## config.mk

```make
export PLATFORM = sky130hd
export DESIGN_NAME = slip_frame_checker_unit
export DESIGN_NICKNAME = d
export VERILOG_FILES = /design/src/sfc_pkg.sv /design/src/sfc_core.sv /design/src/slip_frame_checker_unit.sv
export SDC_FILE = /design/constraint.sdc
export NUM_CORES = 1
export LEC_CHECK = 0
export BUFFER_PORTS_ARGS = -buffer_cell sky130_fd_sc_hd__buf_2
export CORE_UTILIZATION = 45
export DETAILED_ROUTE_END_ITERATION = 10
export GPL_TIMING_DRIVEN = 1
export HOLD_SLACK_MARGIN = 0.02
export SLEW_MARGIN = 0
export SYNTH_ARGS = -nofsm -noshare
export SYNTH_HDL_FRONTEND = slang
export SYNTH_SLANG_ARGS = --single-unit
export TNS_END_PERCENT = 5
```

## constraint.sdc

```tcl
create_clock -name clk -period 5.08 [get_ports clk]
set_input_delay 0.508 -clock clk [delete_from_list [all_inputs] [get_ports clk]]
set_output_delay 0.508 -clock clk [all_outputs]
set_load 0.01 [all_outputs]
```

## src/sfc_pkg.sv

```systemverilog
package sfc_pkg;

	localparam logic [7:0] FrameEnd = 8'd192;
	localparam logic [7:0] EscLead  = 8'd219;
	localparam logic [7:0] EscEnd   = 8'd220;
	localparam logic [7:0] EscEsc   = 8'd221;
	localparam logic [2:0] MinFrame = 3'd5;

	typedef enum logic [1:0] {
		ST_OK        = 2'd0,
		ST_SHORT     = 2'd1,
		ST_BAD_SUM   = 2'd2,
		ST_BAD_ESC   = 2'd3
	} status_t;

	typedef enum logic {
		KIND_PAYLOAD = 1'b0,
		KIND_REPORT  = 1'b1
	} kind_t;

	typedef struct packed {
		kind_t       kind;
		logic [7:0]  payload_byte;
		logic [7:0]  channel_id;
		logic [15:0] frame_length;
		status_t     status;
	} result_t;

endpackage

```

## src/sfc_core.sv

```systemverilog
module sfc_core (
	input  logic              clk,
	input  logic              arst_n,
	input  logic              step,
	input  logic [7:0]        line_byte,
	output logic              res_valid,
	output sfc_pkg::result_t  res
);

	logic        esc_q;
	logic        hunting_q;
	logic [2:0]  count_q;
	logic [15:0] sum_q;
	logic [7:0]  channel_q;
	logic [15:0] length_q;
	logic [7:0]  older_q;
	logic [7:0]  newer_q;

	logic        esc_d;
	logic        hunting_d;
	logic [2:0]  count_d;
	logic [15:0] sum_d;
	logic [7:0]  channel_d;
	logic [15:0] length_d;
	logic [7:0]  older_d;
	logic [7:0]  newer_d;

	logic        do_take;
	logic        do_close;
	logic        do_bad_esc;
	logic        do_clear;
	logic [7:0]  dec;
	logic [15:0] calc_sum;
	logic [15:0] got_sum;

	// Classify the incoming byte against the current framing state.
	always_comb begin
		do_take    = 1'b0;
		do_close   = 1'b0;
		do_bad_esc = 1'b0;
		do_clear   = 1'b0;
		dec        = line_byte;
		esc_d      = esc_q;
		hunting_d  = hunting_q;
		if (hunting_q) begin
			if (line_byte == sfc_pkg::FrameEnd) begin
				hunting_d = 1'b0;
				do_clear  = 1'b1;
			end
		end else if (esc_q) begin
			esc_d = 1'b0;
			if (line_byte == sfc_pkg::EscEnd) begin
				do_take = 1'b1;
				dec     = sfc_pkg::FrameEnd;
			end else if (line_byte == sfc_pkg::EscEsc) begin
				do_take = 1'b1;
				dec     = sfc_pkg::EscLead;
			end else begin
				do_bad_esc = 1'b1;
				do_clear   = 1'b1;
				hunting_d  = (line_byte != sfc_pkg::FrameEnd);
			end
		end else if (line_byte == sfc_pkg::EscLead) begin
			esc_d = 1'b1;
		end else if (line_byte == sfc_pkg::FrameEnd) begin
			do_close = 1'b1;
			do_clear = 1'b1;
		end else begin
			do_take = 1'b1;
		end
	end

	assign calc_sum = sum_q - {8'd0, older_q} - {8'd0, newer_q};
	assign got_sum  = {older_q, newer_q};

	always_comb begin
		res_valid        = 1'b0;
		res.kind         = sfc_pkg::KIND_REPORT;
		res.payload_byte = 8'd0;
		res.channel_id   = channel_q;
		res.frame_length = length_q;
		res.status       = sfc_pkg::ST_OK;
		count_d          = count_q;
		sum_d            = sum_q;
		channel_d        = channel_q;
		length_d         = length_q;
		older_d          = older_q;
		newer_d          = newer_q;
		if (do_take) begin
			unique case (count_q)
				3'd0: channel_d = dec;
				3'd1: length_d  = {dec, 8'd0};
				3'd2: length_d  = {length_q[15:8], dec};
				default: ;
			endcase
			if (count_q >= sfc_pkg::MinFrame) begin
				res_valid        = 1'b1;
				res.kind         = sfc_pkg::KIND_PAYLOAD;
				res.payload_byte = older_q;
				res.channel_id   = 8'd0;
				res.frame_length = 16'd0;
			end else begin
				count_d = count_q + 3'd1;
			end
			older_d = newer_q;
			newer_d = dec;
			sum_d   = sum_q + {8'd0, dec};
		end
		if (do_bad_esc) begin
			res_valid  = 1'b1;
			res.status = sfc_pkg::ST_BAD_ESC;
		end
		if (do_close && count_q != 3'd0) begin
			res_valid = 1'b1;
			if (count_q < sfc_pkg::MinFrame) begin
				res.status = sfc_pkg::ST_SHORT;
			end else if (calc_sum == got_sum) begin
				res.status = sfc_pkg::ST_OK;
			end else begin
				res.status = sfc_pkg::ST_BAD_SUM;
			end
		end
		if (do_clear) begin
			count_d   = 3'd0;
			sum_d     = 16'd0;
			channel_d = 8'd0;
			length_d  = 16'd0;
			older_d   = 8'd0;
			newer_d   = 8'd0;
		end
	end

	always_ff @(posedge clk or negedge arst_n) begin
		if (!arst_n) begin
			esc_q     <= 1'b0;
			hunting_q <= 1'b0;
			count_q   <= 3'd0;
			sum_q     <= 16'd0;
			channel_q <= 8'd0;
			length_q  <= 16'd0;
			older_q   <= 8'd0;
			newer_q   <= 8'd0;
		end else if (step) begin
			esc_q     <= esc_d;
			hunting_q <= hunting_d;
			count_q   <= count_d;
			sum_q     <= sum_d;
			channel_q <= channel_d;
			length_q  <= length_d;
			older_q   <= older_d;
			newer_q   <= newer_d;
		end
	end

`ifndef SYNTH
	a_count_sat: assert property (@(posedge clk) disable iff (!arst_n)
		count_q <= sfc_pkg::MinFrame)
		else $error("byte count ran past saturation");

	a_hunt_no_esc: assert property (@(posedge clk) disable iff (!arst_n)
		hunting_q |-> !esc_q)
		else $error("escape pending while hunting for a frame end");

	a_payload_full: assert property (@(posedge clk) disable iff (!arst_n)
		(step && res_valid && res.kind == sfc_pkg::KIND_PAYLOAD)
		|-> (count_q == sfc_pkg::MinFrame && do_take))
		else $error("payload word emitted before the header was complete");

	a_hunt_silent: assert property (@(posedge clk) disable iff (!arst_n)
		hunting_q |-> !res_valid)
		else $error("result produced while discarding bytes");
`endif

endmodule

```

## src/slip_frame_checker_unit.sv

```systemverilog
// SLIP receive deframer with a 16-bit additive checksum. Each raw line byte
// enters on the slave stream; escapes are undone and a 192 byte closes a frame.
// Decoded bytes from the fourth onward leave as payload words two bytes late,
// so the two trailing checksum bytes never appear, and each closed non-empty frame
// yields one report word carrying channel, length and status, as does a bad
// escape sequence. The block takes one byte per cycle while the master side
// accepts: an input register feeds the framing state update and the output
// register, which holds each result word, and a stall on the master side holds the
// input only once both registers are full.
module slip_frame_checker_unit (
	input  logic        clk,
	input  logic        arst_n,
	input  logic        s_axis_tvalid,
	output logic        s_axis_tready,
	input  logic [7:0]  s_axis_tdata,   // line_byte[7:0]
	output logic        m_axis_tvalid,
	input  logic        m_axis_tready,
	output logic [39:0] m_axis_tdata,   // payload_byte, channel_id, frame_length, status, zeros
	output logic        m_axis_tuser    // kind
);

	logic              valid_s1;
	logic [7:0]        byte_s1;
	logic              out_free;
	logic              step;
	logic              res_valid;
	sfc_pkg::result_t  res;
	sfc_pkg::result_t  res_q;
	logic              out_valid_q;

	assign out_free      = !out_valid_q || m_axis_tready;
	assign step          = valid_s1 && out_free;
	assign s_axis_tready = !valid_s1 || out_free;

	always_ff @(posedge clk or negedge arst_n) begin
		if (!arst_n) begin
			valid_s1 <= 1'b0;
		end else if (s_axis_tready) begin
			valid_s1 <= s_axis_tvalid;
		end
	end

	always_ff @(posedge clk) begin
		if (s_axis_tready && s_axis_tvalid) begin
			byte_s1 <= s_axis_tdata;
		end
	end

	sfc_core u_core (
		.clk       (clk),
		.arst_n    (arst_n),
		.step      (step),
		.line_byte (byte_s1),
		.res_valid (res_valid),
		.res       (res)
	);

	always_ff @(posedge clk or negedge arst_n) begin
		if (!arst_n) begin
			out_valid_q <= 1'b0;
		end else if (out_free) begin
			out_valid_q <= step && res_valid;
		end
	end

	always_ff @(posedge clk) begin
		if (out_free && step && res_valid) begin
			res_q <= res;
		end
	end

	assign m_axis_tvalid = out_valid_q;
	assign m_axis_tuser  = res_q.kind;
	assign m_axis_tdata  = {6'd0, res_q.status, res_q.frame_length,
		res_q.channel_id, res_q.payload_byte};

endmodule
```

==> summary.md, run 1 <==
• **Yosys top cell by area** sky130_fd_sc_hd__dfrtp_1
• **CTS resizes** 0
• **Critical Path End Type** flop
• **peak per-stage delay on the critical path** 570 ps
• **highest-count cells in the layout ignoring fill and taps** 63 x sky130_fd_sc_hd__dfrtp_1, 48 x sky130_fd_sc_hd__buf_2, 43 x sky130_fd_sc_hd__nand2_1, 43 x sky130_fd_sc_hd__edfxtp_1, 39 x sky130_fd_sc_hd__nand3_1
• **wire per inst** 16.7 um
• **number of vias per cell** 5.42
• **Critical Path, Cell by Cell** inv_1, fa_1, inv_1, ha_1, or2_2, fa_1, a21o_1, a221oi_1, o21bai_1, a221o_1, a31oi_1, a31oi_1, a211o_1
• **mean cell area of the mapped netlist** 10.6 um^2
• **final period utilization** 76.5%
• **commonest non-fill, non-tap cell in the layout** sky130_fd_sc_hd__dfrtp_1
• **Layout Area Growth over Synthesis** 11.2%
• **most used flip-flop cell after synthesis** sky130_fd_sc_hd__dfrtp_1
• **final setup TNS** 0 ps
• **number of design-rule violations left by the first detailed-router iteration** 204
• **Worst EP arrival** 3990 ps
• **end-of-flow core utilization** 51.7%
• **outcome** finished, final reports clean
• **Netlist cell types** 56
• **Worst Max-Slew Pin Slew** 1120 ps
• **clock-pin slew reported for the worst setup and hold paths after clock tree synthesis** 70 ps
• **count of buffers from port buffering** 48
• **required time of the worst setup path** 5190 ps
• **maximum ir drop on the vdd rail** 0.000267 V
• **number of buffers and inverters on the critical path** 2
• **hpwl dp** 8860 um
• **share of post-route cells with drive strength above 1** 12.9%
• **leakage power figure** 2.69 nW
• **cell row count** 40
• **fraction of the yosys area taken by sequential cells** 51.0%
• **wire length of the first global-routing pass** 20900 um
• **launch instance of the worst register-to-register path** u_core.newer_q[0]$_DFFE_PN0P_
• **synthesized cell area** 0.00563 mm^2
• **Worst Hold Class** in -> async
• **die height** 114 um
• **DRT Pass-1 Iters** 4
• **Setup WS pre-CTS** 1210 ps
• **total of warnings raised by yosys** 0
• **count of flip-flops with a built-in enable after synthesis** 43
• **final setup margin** 1200 ps
• **crit start category** flop
• **TritonCTS clock tree** yes
• **max-capacitance violation count** 0
• **CTS root buffer** sky130_fd_sc_hd__clkbuf_16
• **sink count of the clock tree** 106
• **number of antenna violations at the first check in global routing** 0
• **kind of critical path** reg -> reg
• **synthesized instance count** 532
• **Max Slew Vio Count** 0
• **worst-case register-to-register setup slack** 1200 ps
• **aggregate global-route resource usage** 21.2%
• **crit path time final** 3880 ps
• **maximum number of pins on one net before global-route repair** 64
• **# fillers** 1133
• **synthesis-stage register bit count** 106
• **grt ovf** 0
• **logic depth of the worst register-to-register path** 13
• **final hold vios** 0
• **# DRC** 0
• **number of post-CTS setup repair buffers** 0
• **CTS Buffer Depth** 2
• **Power per Cell Area** 739 mW/mm^2
• **area of the die** 0.0130 mm^2
• **Final nets** 611
• **cts bufs inserted** 9
• **leading cell types by total area after synthesis** sky130_fd_sc_hd__dfrtp_1 28%, sky130_fd_sc_hd__edfxtp_1 23%, sky130_fd_sc_hd__ha_1 5.1%, sky130_fd_sc_hd__xnor2_1 4.2%, sky130_fd_sc_hd__nand3_1 3.5%
• **worst-skew pair later-pin latency** 360 ps
• **final setup violation count** 0
• **quantity of hold-fixing buffers added after cts** 0
• **ys async rst share** 59.4%
• **maximum achievable frequency** 257 MHz
• **critical path launch point** u_core.newer_q[0]$_DFFE_PN0P_
• **CP Depth** 13
• **routability cong.** 0.948
• **via count** 4010
• **maximum fanout count along the critical path** 3
• **worst clock skew** 10.2 ps
• **Std-Cell Core Area** 0.0121 mm^2
• **count of antenna-violating nets left after detailed routing** 0
• **Die Span X** 114 um
• **slowest CP cell** sky130_fd_sc_hd__fa_1
• **number of global-route vias before repair** 4059
• **worst max-slew margin expressed relative to the limit** 25.1%
• **io pins** 55
• **antenna fix cells** 0
• **RSZ-0062 raised after global routing** false
• **Detailed Route WL** 12400 um
• **fraction of post-synthesis cell area in the top cell type by area** 28.0%
• **starting density of the core** 46.4%
• **Worst path top cell family by delay** compound AO/OA/AOI/OAI gates
• **number of H-tree branching levels** 3
through the flow:
step | hold slack [ps] | total power [mW] | cells | area [um^2]
detailed placement | 467 | 3.97 | 724 | 5980
global route | 311 | 5.02 | 740 | 6260
floorplan | 212 | 3.38 | 537 | 5640
CTS | 314 | 4.64 | 740 | 6260
global placement | 465 | 3.91 | 724 | 5980
finish | 321 | 4.63 | 740 | 6260
routing by layer:
metal	wire, um	vias up	GRT usage [%]
met5	0	-	0
met4	246	0	8.57
met3	549	19	3.51
met2	5870	100	34.5
met1	5700	1944	28.3
li1	-	1947	-
report_power, final:
part / internal (mW) / switching, mW
clock: 0.336 / 0.316
combinational: 1.08 / 1.40
sequential: 1.24 / 0.251
total: 2.65 / 1.97
cells by family after synthesis:
group                    Yosys count  synth area share (%)
multiplexers                       3                 0.534
XOR/XNOR                          34                  5.29
AO/OA/AOI/OAI                    107                  12.9
flip-flops                       106                  51.0
adder cells (fa/ha/maj)           32                  8.32
other                              1                0.0667
buffers and inverters             63                  4.87
AND/OR/NAND/NOR                  186                  17.0
area by class of cell:
class / instances / area [um^2] / area share, %
clock inverters: 5 / 38.8 / 0.620
well taps: 168 / 210 / 3.36
repair buffers: 52 / 270 / 4.32
multi-input cells: 368 / 2520 / 40.3
flip-flops and latches: 106 / 2870 / 45.8
clock buffers: 11 / 233 / 3.72
inverters: 30 / 113 / 1.80
flip-flops by register name, indices dropped and copies added, names as in the netlist, 3 cells and up:
signal and count:
m_axis_tdata 34, u_core.length_q 16, u_core.sum_q 16, byte_s1 8
u_core.channel_q 8, u_core.newer_q 8, u_core.older_q 8, u_core.count_q 3
worst reg2reg max path: cells and delay by family, from the launching register on:
family | cells | cell delay, ps
compound gates | 7 | 1680
fa+ha+maj | 3 | 1170
flops | 1 | 360
simple gates | 1 | 280
buf+inv | 2 | 140
cell usage after synthesis, types with 2 or more instances:
cell type / number
sky130_fd_sc_hd__a2111oi_0: 2
sky130_fd_sc_hd__a211o_1: 3
sky130_fd_sc_hd__a211oi_1: 4
sky130_fd_sc_hd__a21boi_0: 2
sky130_fd_sc_hd__a21o_1: 5
sky130_fd_sc_hd__a21oi_1: 9
sky130_fd_sc_hd__a22o_1: 13
sky130_fd_sc_hd__a311oi_1: 2
sky130_fd_sc_hd__a31oi_1: 5
sky130_fd_sc_hd__and2_1: 30
sky130_fd_sc_hd__and3_1: 3
sky130_fd_sc_hd__buf_2: 6
sky130_fd_sc_hd__buf_4: 6
sky130_fd_sc_hd__clkbuf_1: 19
sky130_fd_sc_hd__dfrtp_1: 63
sky130_fd_sc_hd__edfxtp_1: 43
sky130_fd_sc_hd__fa_1: 9
sky130_fd_sc_hd__ha_1: 23
sky130_fd_sc_hd__inv_1: 30
sky130_fd_sc_hd__mux2i_1: 3
sky130_fd_sc_hd__nand2_1: 43
sky130_fd_sc_hd__nand2b_1: 5
sky130_fd_sc_hd__nand3_1: 39
sky130_fd_sc_hd__nand3b_1: 3
sky130_fd_sc_hd__nand4_1: 4
sky130_fd_sc_hd__nor2_1: 24
sky130_fd_sc_hd__nor2b_1: 5
sky130_fd_sc_hd__nor3_1: 10
sky130_fd_sc_hd__nor3b_1: 2
sky130_fd_sc_hd__nor4_1: 5
sky130_fd_sc_hd__o211ai_1: 4
sky130_fd_sc_hd__o21a_1: 4
sky130_fd_sc_hd__o21ai_0: 14
sky130_fd_sc_hd__o21ai_1: 21
sky130_fd_sc_hd__o31ai_1: 10
sky130_fd_sc_hd__o41ai_1: 2
sky130_fd_sc_hd__or3_1: 4
sky130_fd_sc_hd__or4_1: 2
sky130_fd_sc_hd__or4_4: 2
sky130_fd_sc_hd__xnor2_1: 27
sky130_fd_sc_hd__xor2_1: 7
worst paths after layout:
check / to
hold / removal: u_core.older_q[4]$_DFFE_PN0P_
min in group clk: byte_s1[4]$_DFFE_PP_
setup reg to reg: m_axis_tdata[33]$_DFFE_PP_
max in group asynchronous: u_core.sum_q[10]$_DFFE_PN0P_
hold reg to reg: u_core.length_q[1]$_DFFE_PN0P_
setup / recovery: m_axis_tdata[33]$_DFFE_PP_
No activity file was read; power rests on OpenSTA's default activity.
==> run 2: changes to the inputs <==
==> constraint.sdc (replaced) <==
create_clock -name clk -period 4 [get_ports clk]
set_input_delay 0.4 -clock clk [delete_from_list [all_inputs] [get_ports clk]]
set_output_delay 0.4 -clock clk [all_outputs]
set_load 0.01 [all_outputs]
==> run 2 against run 1 <==
Net effect: via count up 0.97%; worst hold slack worse by 180 ps; register-to-register slack worse by 920 ps; critical path depth unchanged; sequential power up 26%; cell count up 1.6%; combinational power up 32%; setup slack worse by 920 ps; clock-buffer cell count down 1; critical endpoint unchanged.
==> summary.md, run 2 (same netlist as run 1, synthesis figures left out) <==
• **outcome** finished, final reports clean
• **final setup violation count** 0
• **count of antenna-violating nets left after detailed routing** 0
• **cts bufs inserted** 9
• **quantity of hold-fixing buffers added after cts** 0
• **launch instance of the worst register-to-register path** u_core.newer_q[0]$_DFFE_PN0P_
• **number of post-CTS setup repair buffers** 0
• **number of global-route vias before repair** 4062
• **number of vias per cell** 5.38
• **Cell Count Post-Placement** 736
• **final hold vios** 0
• **number of antenna violations at the first check in global routing** 0
• **routability cong.** 0.847
• **highest-count cells in the layout ignoring fill and taps** 63 x sky130_fd_sc_hd__dfrtp_1, 48 x sky130_fd_sc_hd__buf_2, 43 x sky130_fd_sc_hd__nand2_1, 43 x sky130_fd_sc_hd__edfxtp_1, 39 x sky130_fd_sc_hd__nand3_1
• **antenna fix cells** 0
• **Max Slew Vio Count** 0
• **worst-case register-to-register setup slack** 270 ps
• **via count** 4049
• **Worst Hold Class** in -> async
• **post-route worst hold slack** 140 ps
• **maximum ir drop on the vdd rail** 0.000449 V
• **number of design-rule violations left by the first detailed-router iteration** 247
• **clock-pin slew reported for the worst setup and hold paths after clock tree synthesis** 70 ps
• **maximum achievable frequency** 268 MHz
• **worst-skew pair later-pin latency** 360 ps
• **area of the die** 0.0130 mm^2
• **crit start category** flop
• **die height** 114 um
• **max-capacitance violation count** 0
• **multi-input logic area** 0.00253 mm^2
• **# DRC** 0
• **kind of critical path** reg -> reg
• **io pins** 55
• **worst max-slew margin expressed relative to the limit** 43.6%
• **overall power** 6.00 mW
• **starting density of the core** 46.4%
• **TritonCTS clock tree** yes
• **Critical Path End Type** flop
• **Sequential Area** 0.00287 mm^2
• **Worst EP arrival** 3840 ps
• **maximum number of pins on one net before global-route repair** 40
• **count of buffers from port buffering** 48
• **crit path time final** 3730 ps
• **Worst Max-Slew Pin Slew** 846 ps
• **commonest non-fill, non-tap cell in the layout** sky130_fd_sc_hd__dfrtp_1
• **leakage power figure** 2.77 nW
• **number of H-tree branching levels** 3
• **maximum fanout count along the critical path** 3
• **Std-Cell Core Area** 0.0121 mm^2
• **final setup TNS** 0 ps
• **Detailed Route WL** 12600 um
• **cell row count** 40
• **logic depth of the worst register-to-register path** 13
• **hpwl dp** 9090 um
• **Layout Area Growth over Synthesis** 13.5%
• **final std cells w/o fill** 752
• **Power per Cell Area** 940 mW/mm^2
• **CTS root buffer** sky130_fd_sc_hd__clkbuf_16
• **worst clock skew** 5.93 ps
• **area post-placement** 0.00610 mm^2
• **Die Span X** 114 um
• **share of post-route cells with drive strength above 1** 14.9%
• **sink count of the clock tree** 106
• **final period utilization** 93.2%
• **aggregate global-route resource usage** 21.4%
• **grt ovf** 0
• **critical path launch point** u_core.newer_q[0]$_DFFE_PN0P_
• **r2r endpoint** m_axis_tdata[33]$_DFFE_PP_
• **DRT Pass-1 Iters** 4
• **worst setup path end** m_axis_tdata[33]$_DFFE_PP_
• **required time of the worst setup path** 4110 ps
• **# fillers** 1137
• **final std cell area, no fill** 0.00638 mm^2
• **wire length of the first global-routing pass** 20900 um
• **max reg flops** 34
• **CTS Buffer Depth** 2
• **wire per inst** 16.8 um
• **RSZ-0062 raised after global routing** false
• **Final nets** 623
[run 2: cell types whose count changed in the layout (fill, tap and decap cells not counted)]
cell,change
sky130_fd_sc_hd__buf_12,+2
sky130_fd_sc_hd__a221oi_1,-1
sky130_fd_sc_hd__a221oi_2,+1
sky130_fd_sc_hd__clkinvlp_4,-1
sky130_fd_sc_hd__clkinv_1,+1
sky130_fd_sc_hd__clkinv_2,-1
sky130_fd_sc_hd__inv_8,+1
sky130_fd_sc_hd__clkbuf_1,-1
sky130_fd_sc_hd__clkinv_4,+1
sky130_fd_sc_hd__buf_4,+10
[run 2: final cells by class]
class / count / share of cell area [%]
Clock buffer: 10 / 3.59
Clock inverter: 6 / 0.784
Inverter: 30 / 1.76
Multi-Input combinational cell: 368 / 39.6
Sequential cell: 106 / 44.9
Tap cell: 168 / 3.29
Timing Repair Buffer: 64 / 6.04
[run 2: what timing repair did]
action	4_1_cts	5_1_grt
endpoints found under the setup margin	0	1
endpoints found under the hold margin	0	0
resized for setup	0	1
[run 2: how the worst min path moves through the flow]
| stage | from | endpoint | slack [ps] | cells after the start |
|---|---|---|---|---|
| after floorplan | arst_n | m_axis_tvalid$_DFFE_PN0N_ | 100 | 0 |
| after global placement | u_core.length_q[1]$_DFFE_PN0P_ | u_core.length_q[1]$_DFFE_PN0P_ | 460 | 2 |
| after detailed placement | u_core.length_q[2]$_DFFE_PN0P_ | u_core.length_q[2]$_DFFE_PN0P_ | 470 | 2 |
| after CTS | arst_n | u_core.older_q[0]$_DFFE_PN0P_ | 190 | 1 |
| after global routing | s_axis_tdata[1] | byte_s1[1]$_DFFE_PP_ | 200 | 1 |
| final | arst_n | u_core.older_q[3]$_DFFE_PN0P_ | 140 | 1 |
[run 2: per-layer routing]
metal	track usage [%]	share of wire (%)	vias to the layer above
met3	3.51	4.3	20
li1	-	-	1969
met5	0	0	-
met1	27.5	45	1962
met2	35.3	48	98
met4	10.2	2.5	0
[run 2: worst max-delay path: stages (launching register included)]
cell and delay [ps]:
sky130_fd_sc_hd__dfrtp_1 370, sky130_fd_sc_hd__inv_1 100, sky130_fd_sc_hd__fa_1 580, sky130_fd_sc_hd__inv_1 50, sky130_fd_sc_hd__ha_1 180, sky130_fd_sc_hd__or2_2 290
sky130_fd_sc_hd__fa_1 420, sky130_fd_sc_hd__a21o_1 200, sky130_fd_sc_hd__a221oi_2 250, sky130_fd_sc_hd__o21bai_1 170, sky130_fd_sc_hd__a221o_1 380, sky130_fd_sc_hd__a31oi_1 160
sky130_fd_sc_hd__a31oi_1 100, sky130_fd_sc_hd__a211o_1 230
[run 2: through the flow]
| stage | util [%] | setup WS, ps |
|---|---|---|
| final | 52.7 | 272 |
| after CTS | 52.7 | 172 |
| after detailed placement | 50.4 | 206 |
| after floorplan | - | 369 |
| after global routing | 52.7 | 43.9 |
| after global placement | 50.4 | 358 |
[run 2: where the power goes]
| part | leakage (nW) | internal [mW] | switching (mW) |
|---|---|---|---|
| combinational | 1.43 | 1.44 | 1.83 |
| sequential | 1.20 | 1.58 | 0.304 |
| clock | 0.137 | 0.431 | 0.416 |
| total | 2.77 | 3.45 | 2.55 |
==> run 3: changes to the inputs <==
==> constraint.sdc (replaced) <==
create_clock -name clk -period 4.2 [get_ports clk]
set_input_delay 0.42 -clock clk [delete_from_list [all_inputs] [get_ports clk]]
set_output_delay 0.42 -clock clk [all_outputs]
set_load 0.01 [all_outputs]
==> run 3 against run 2 <==
Net effect: cell count down 0.27%; clock-buffer cell count decreased by 1; sequential cell count unchanged; critical path depth unchanged; setup slack improved by 190 ps; clock skew is 3.1 ps higher; sequential power shrank 4%; combinational power down 6.7%; power shrank 4.4%; sequential share of layout area up 0.13 points; first-iteration DRC count grew 5.3%.
==> summary.md, run 3 (same netlist as run 1, synthesis figures left out) <==
• **clock-pin slew reported for the worst setup and hold paths after clock tree synthesis** 70 ps
• **final setup margin** 459 ps
• **maximum achievable frequency** 267 MHz
• **maximum number of pins on one net before global-route repair** 41
• **number of post-CTS setup repair buffers** 0
• **kind of critical path** reg -> reg
• **Final nets** 621
• **launch instance of the worst register-to-register path** u_core.newer_q[0]$_DFFE_PN0P_
• **io pins** 55
• **leakage power figure** 2.76 nW
• **number of global-route vias before repair** 3955
• **Power per Cell Area** 901 mW/mm^2
• **crit start category** flop
• **CTS root buffer** sky130_fd_sc_hd__clkbuf_16
• **final std cell area, no fill** 0.00637 mm^2
• **Std-Cell Core Area** 0.0121 mm^2
• **final hold vios** 0
• **area post-placement** 0.00606 mm^2
• **Clk pwr share** 15.3%
• **wire length of the first global-routing pass** 20600 um
• **final period utilization** 89.1%
• **Seq pwr share** 31.4%
• **share of post-route cells with drive strength above 1** 14.8%
• **sink count of the clock tree** 106
• **CTS Buffer Depth** 2
• **count of antenna-violating nets left after detailed routing** 0
• **# DRC** 0
• **Worst Hold Class** in -> async
• **crit path time final** 3740 ps
• **via count** 4090
• **Max Slew Vio Count** 0
• **outcome** finished, final reports clean
• **worst max-slew margin expressed relative to the limit** 33.6%
• **logic depth of the worst register-to-register path** 13
• **commonest non-fill, non-tap cell in the layout** sky130_fd_sc_hd__dfrtp_1
• **number of vias per cell** 5.45
• **cell-internal power** 3.32 mW
• **worst-case register-to-register setup slack** 460 ps
• **worst clock skew** 9.01 ps
• **Critical Path, Cell by Cell** inv_1, fa_1, inv_1, ha_1, or2_2, fa_1, a21o_1, a221oi_1, o21bai_1, a221o_1, a31oi_1, a31oi_1, a211o_1
• **Die Span X** 114 um
• **CTS resizes** 0
• **RSZ-0062 raised after global routing** false
• **r2r endpoint** m_axis_tdata[33]$_DFFE_PP_
• **Worst Max-Slew Pin Slew** 996 ps
• **cell row count** 40
• **starting density of the core** 46.4%
• **highest-count cells in the layout ignoring fill and taps** 63 x sky130_fd_sc_hd__dfrtp_1, 48 x sky130_fd_sc_hd__buf_2, 43 x sky130_fd_sc_hd__nand2_1, 43 x sky130_fd_sc_hd__edfxtp_1, 39 x sky130_fd_sc_hd__nand3_1
• **final setup violation count** 0
• **quantity of hold-fixing buffers added after cts** 0
• **worst-skew pair later-pin latency** 360 ps
• **peak per-stage delay on the critical path** 580 ps
• **maximum fanout count along the critical path** 3
• **max reg flops** 34
• **Setup WS pre-CTS** 454 ps
• **Comb pwr share** 53.3%
• **hpwl dp** 9130 um
• **max-capacitance violation count** 0
• **Layout Area Growth over Synthesis** 13.2%
• **number of H-tree branching levels** 3
• **count of buffers from port buffering** 48
• **Detailed Route WL** 12700 um
• **Worst EP arrival** 3850 ps
• **maximum ir drop on the vdd rail** 0.000452 V
• **routability cong.** 0.883
• **cts bufs inserted** 9
• **overall power** 5.74 mW
• **number of design-rule violations left by the first detailed-router iteration** 260
• **number of antenna violations at the first check in global routing** 0
• **Critical Path End Type** flop
• **wire per inst** 16.9 um
• **net switching component of the power** 2.42 mW
• **TritonCTS clock tree** yes
• **required time of the worst setup path** 4310 ps
• **final setup TNS** 0 ps
• **grt ovf** 0
• **slowest CP cell** sky130_fd_sc_hd__fa_1
• **# fillers** 1115
• **switching share of power** 42.2%
• **DRT Pass-1 Iters** 5
• **area of the die** 0.0130 mm^2
• **die height** 114 um
• **aggregate global-route resource usage** 21.2%
• **antenna fix cells** 0
[run 3: worst max-delay path, delay by kind of cell (launching register included)]
kind / cells / cell delay [ps]
adder cells (fa/ha/maj): 3 / 1170
buffers and inverters: 2 / 140
AND/OR/NAND/NOR: 1 / 280
AO/OA/AOI/OAI: 7 / 1530
flip-flops: 1 / 370
[run 3: layer usage]
| layer | part of all wire [%] | track usage, % | vias up |
|---|---|---|---|
| met2 | 48 | 34.0 | 85 |
| li1 | - | - | 1967 |
| met1 | 47 | 29.1 | 2026 |
| met4 | 2.0 | 9.70 | 0 |
| met3 | 3.9 | 2.55 | 12 |
| met5 | 0 | 0 | - |
[run 3: cell type report]
type                    count  area (um^2)  area share (%)
clock inverters             7         81.3            1.28
inverters                  30          113            1.77
flip-flops and latches    106         2870            45.0
repair buffers             62          345            5.42
clock buffers               9          225            3.54
multi-input cells         368         2520            39.6
well taps                 168          210            3.30
[run 3: stage by stage]
step	hold WS, ps	std cells	utilization, %
6_report	217	750	52.6
2_1_floorplan	124	537	-
3_3_place_gp	455	734	50.0
4_1_cts	215	750	52.6
5_1_grt	218	750	52.6
3_5_place_dp	464	734	50.0
[run 3: worst max path at each step]
| stage | startpoint | end | slack [ps] | cells past startpoint |
|---|---|---|---|---|
| final | u_core.newer_q[0]$_DFFE_PN0P_ | m_axis_tdata[33]$_DFFE_PP_ | 460 | 13 |
| after global routing | u_core.newer_q[0]$_DFFE_PN0P_ | m_axis_tdata[33]$_DFFE_PP_ | 260 | 13 |
| after CTS | u_core.newer_q[0]$_DFFE_PN0P_ | m_axis_tdata[33]$_DFFE_PP_ | 460 | 13 |
| after detailed placement | u_core.newer_q[0]$_DFFE_PN0P_ | m_axis_tdata[33]$_DFFE_PP_ | 450 | 13 |
| after global placement | u_core.newer_q[0]$_DFFE_PN0P_ | m_axis_tdata[33]$_DFFE_PP_ | 540 | 13 |
| after floorplan | byte_s1[5]$_DFFE_PP_ | m_axis_tdata[0]$_SDFFCE_PN0P_ | 60 | 7 |
[run 3: power groups by stage]
stage | combinational [mW] | sequential [mW] | clock (mW)
finish | 3.06 | 1.80 | 0.880
global route | 3.41 | 1.84 | 0.929
CTS | 3.08 | 1.79 | 0.896
detailed placement | 3.05 | 1.81 | 0
global placement | 3.00 | 1.80 | 0
floorplan | 2.33 | 1.76 | 0
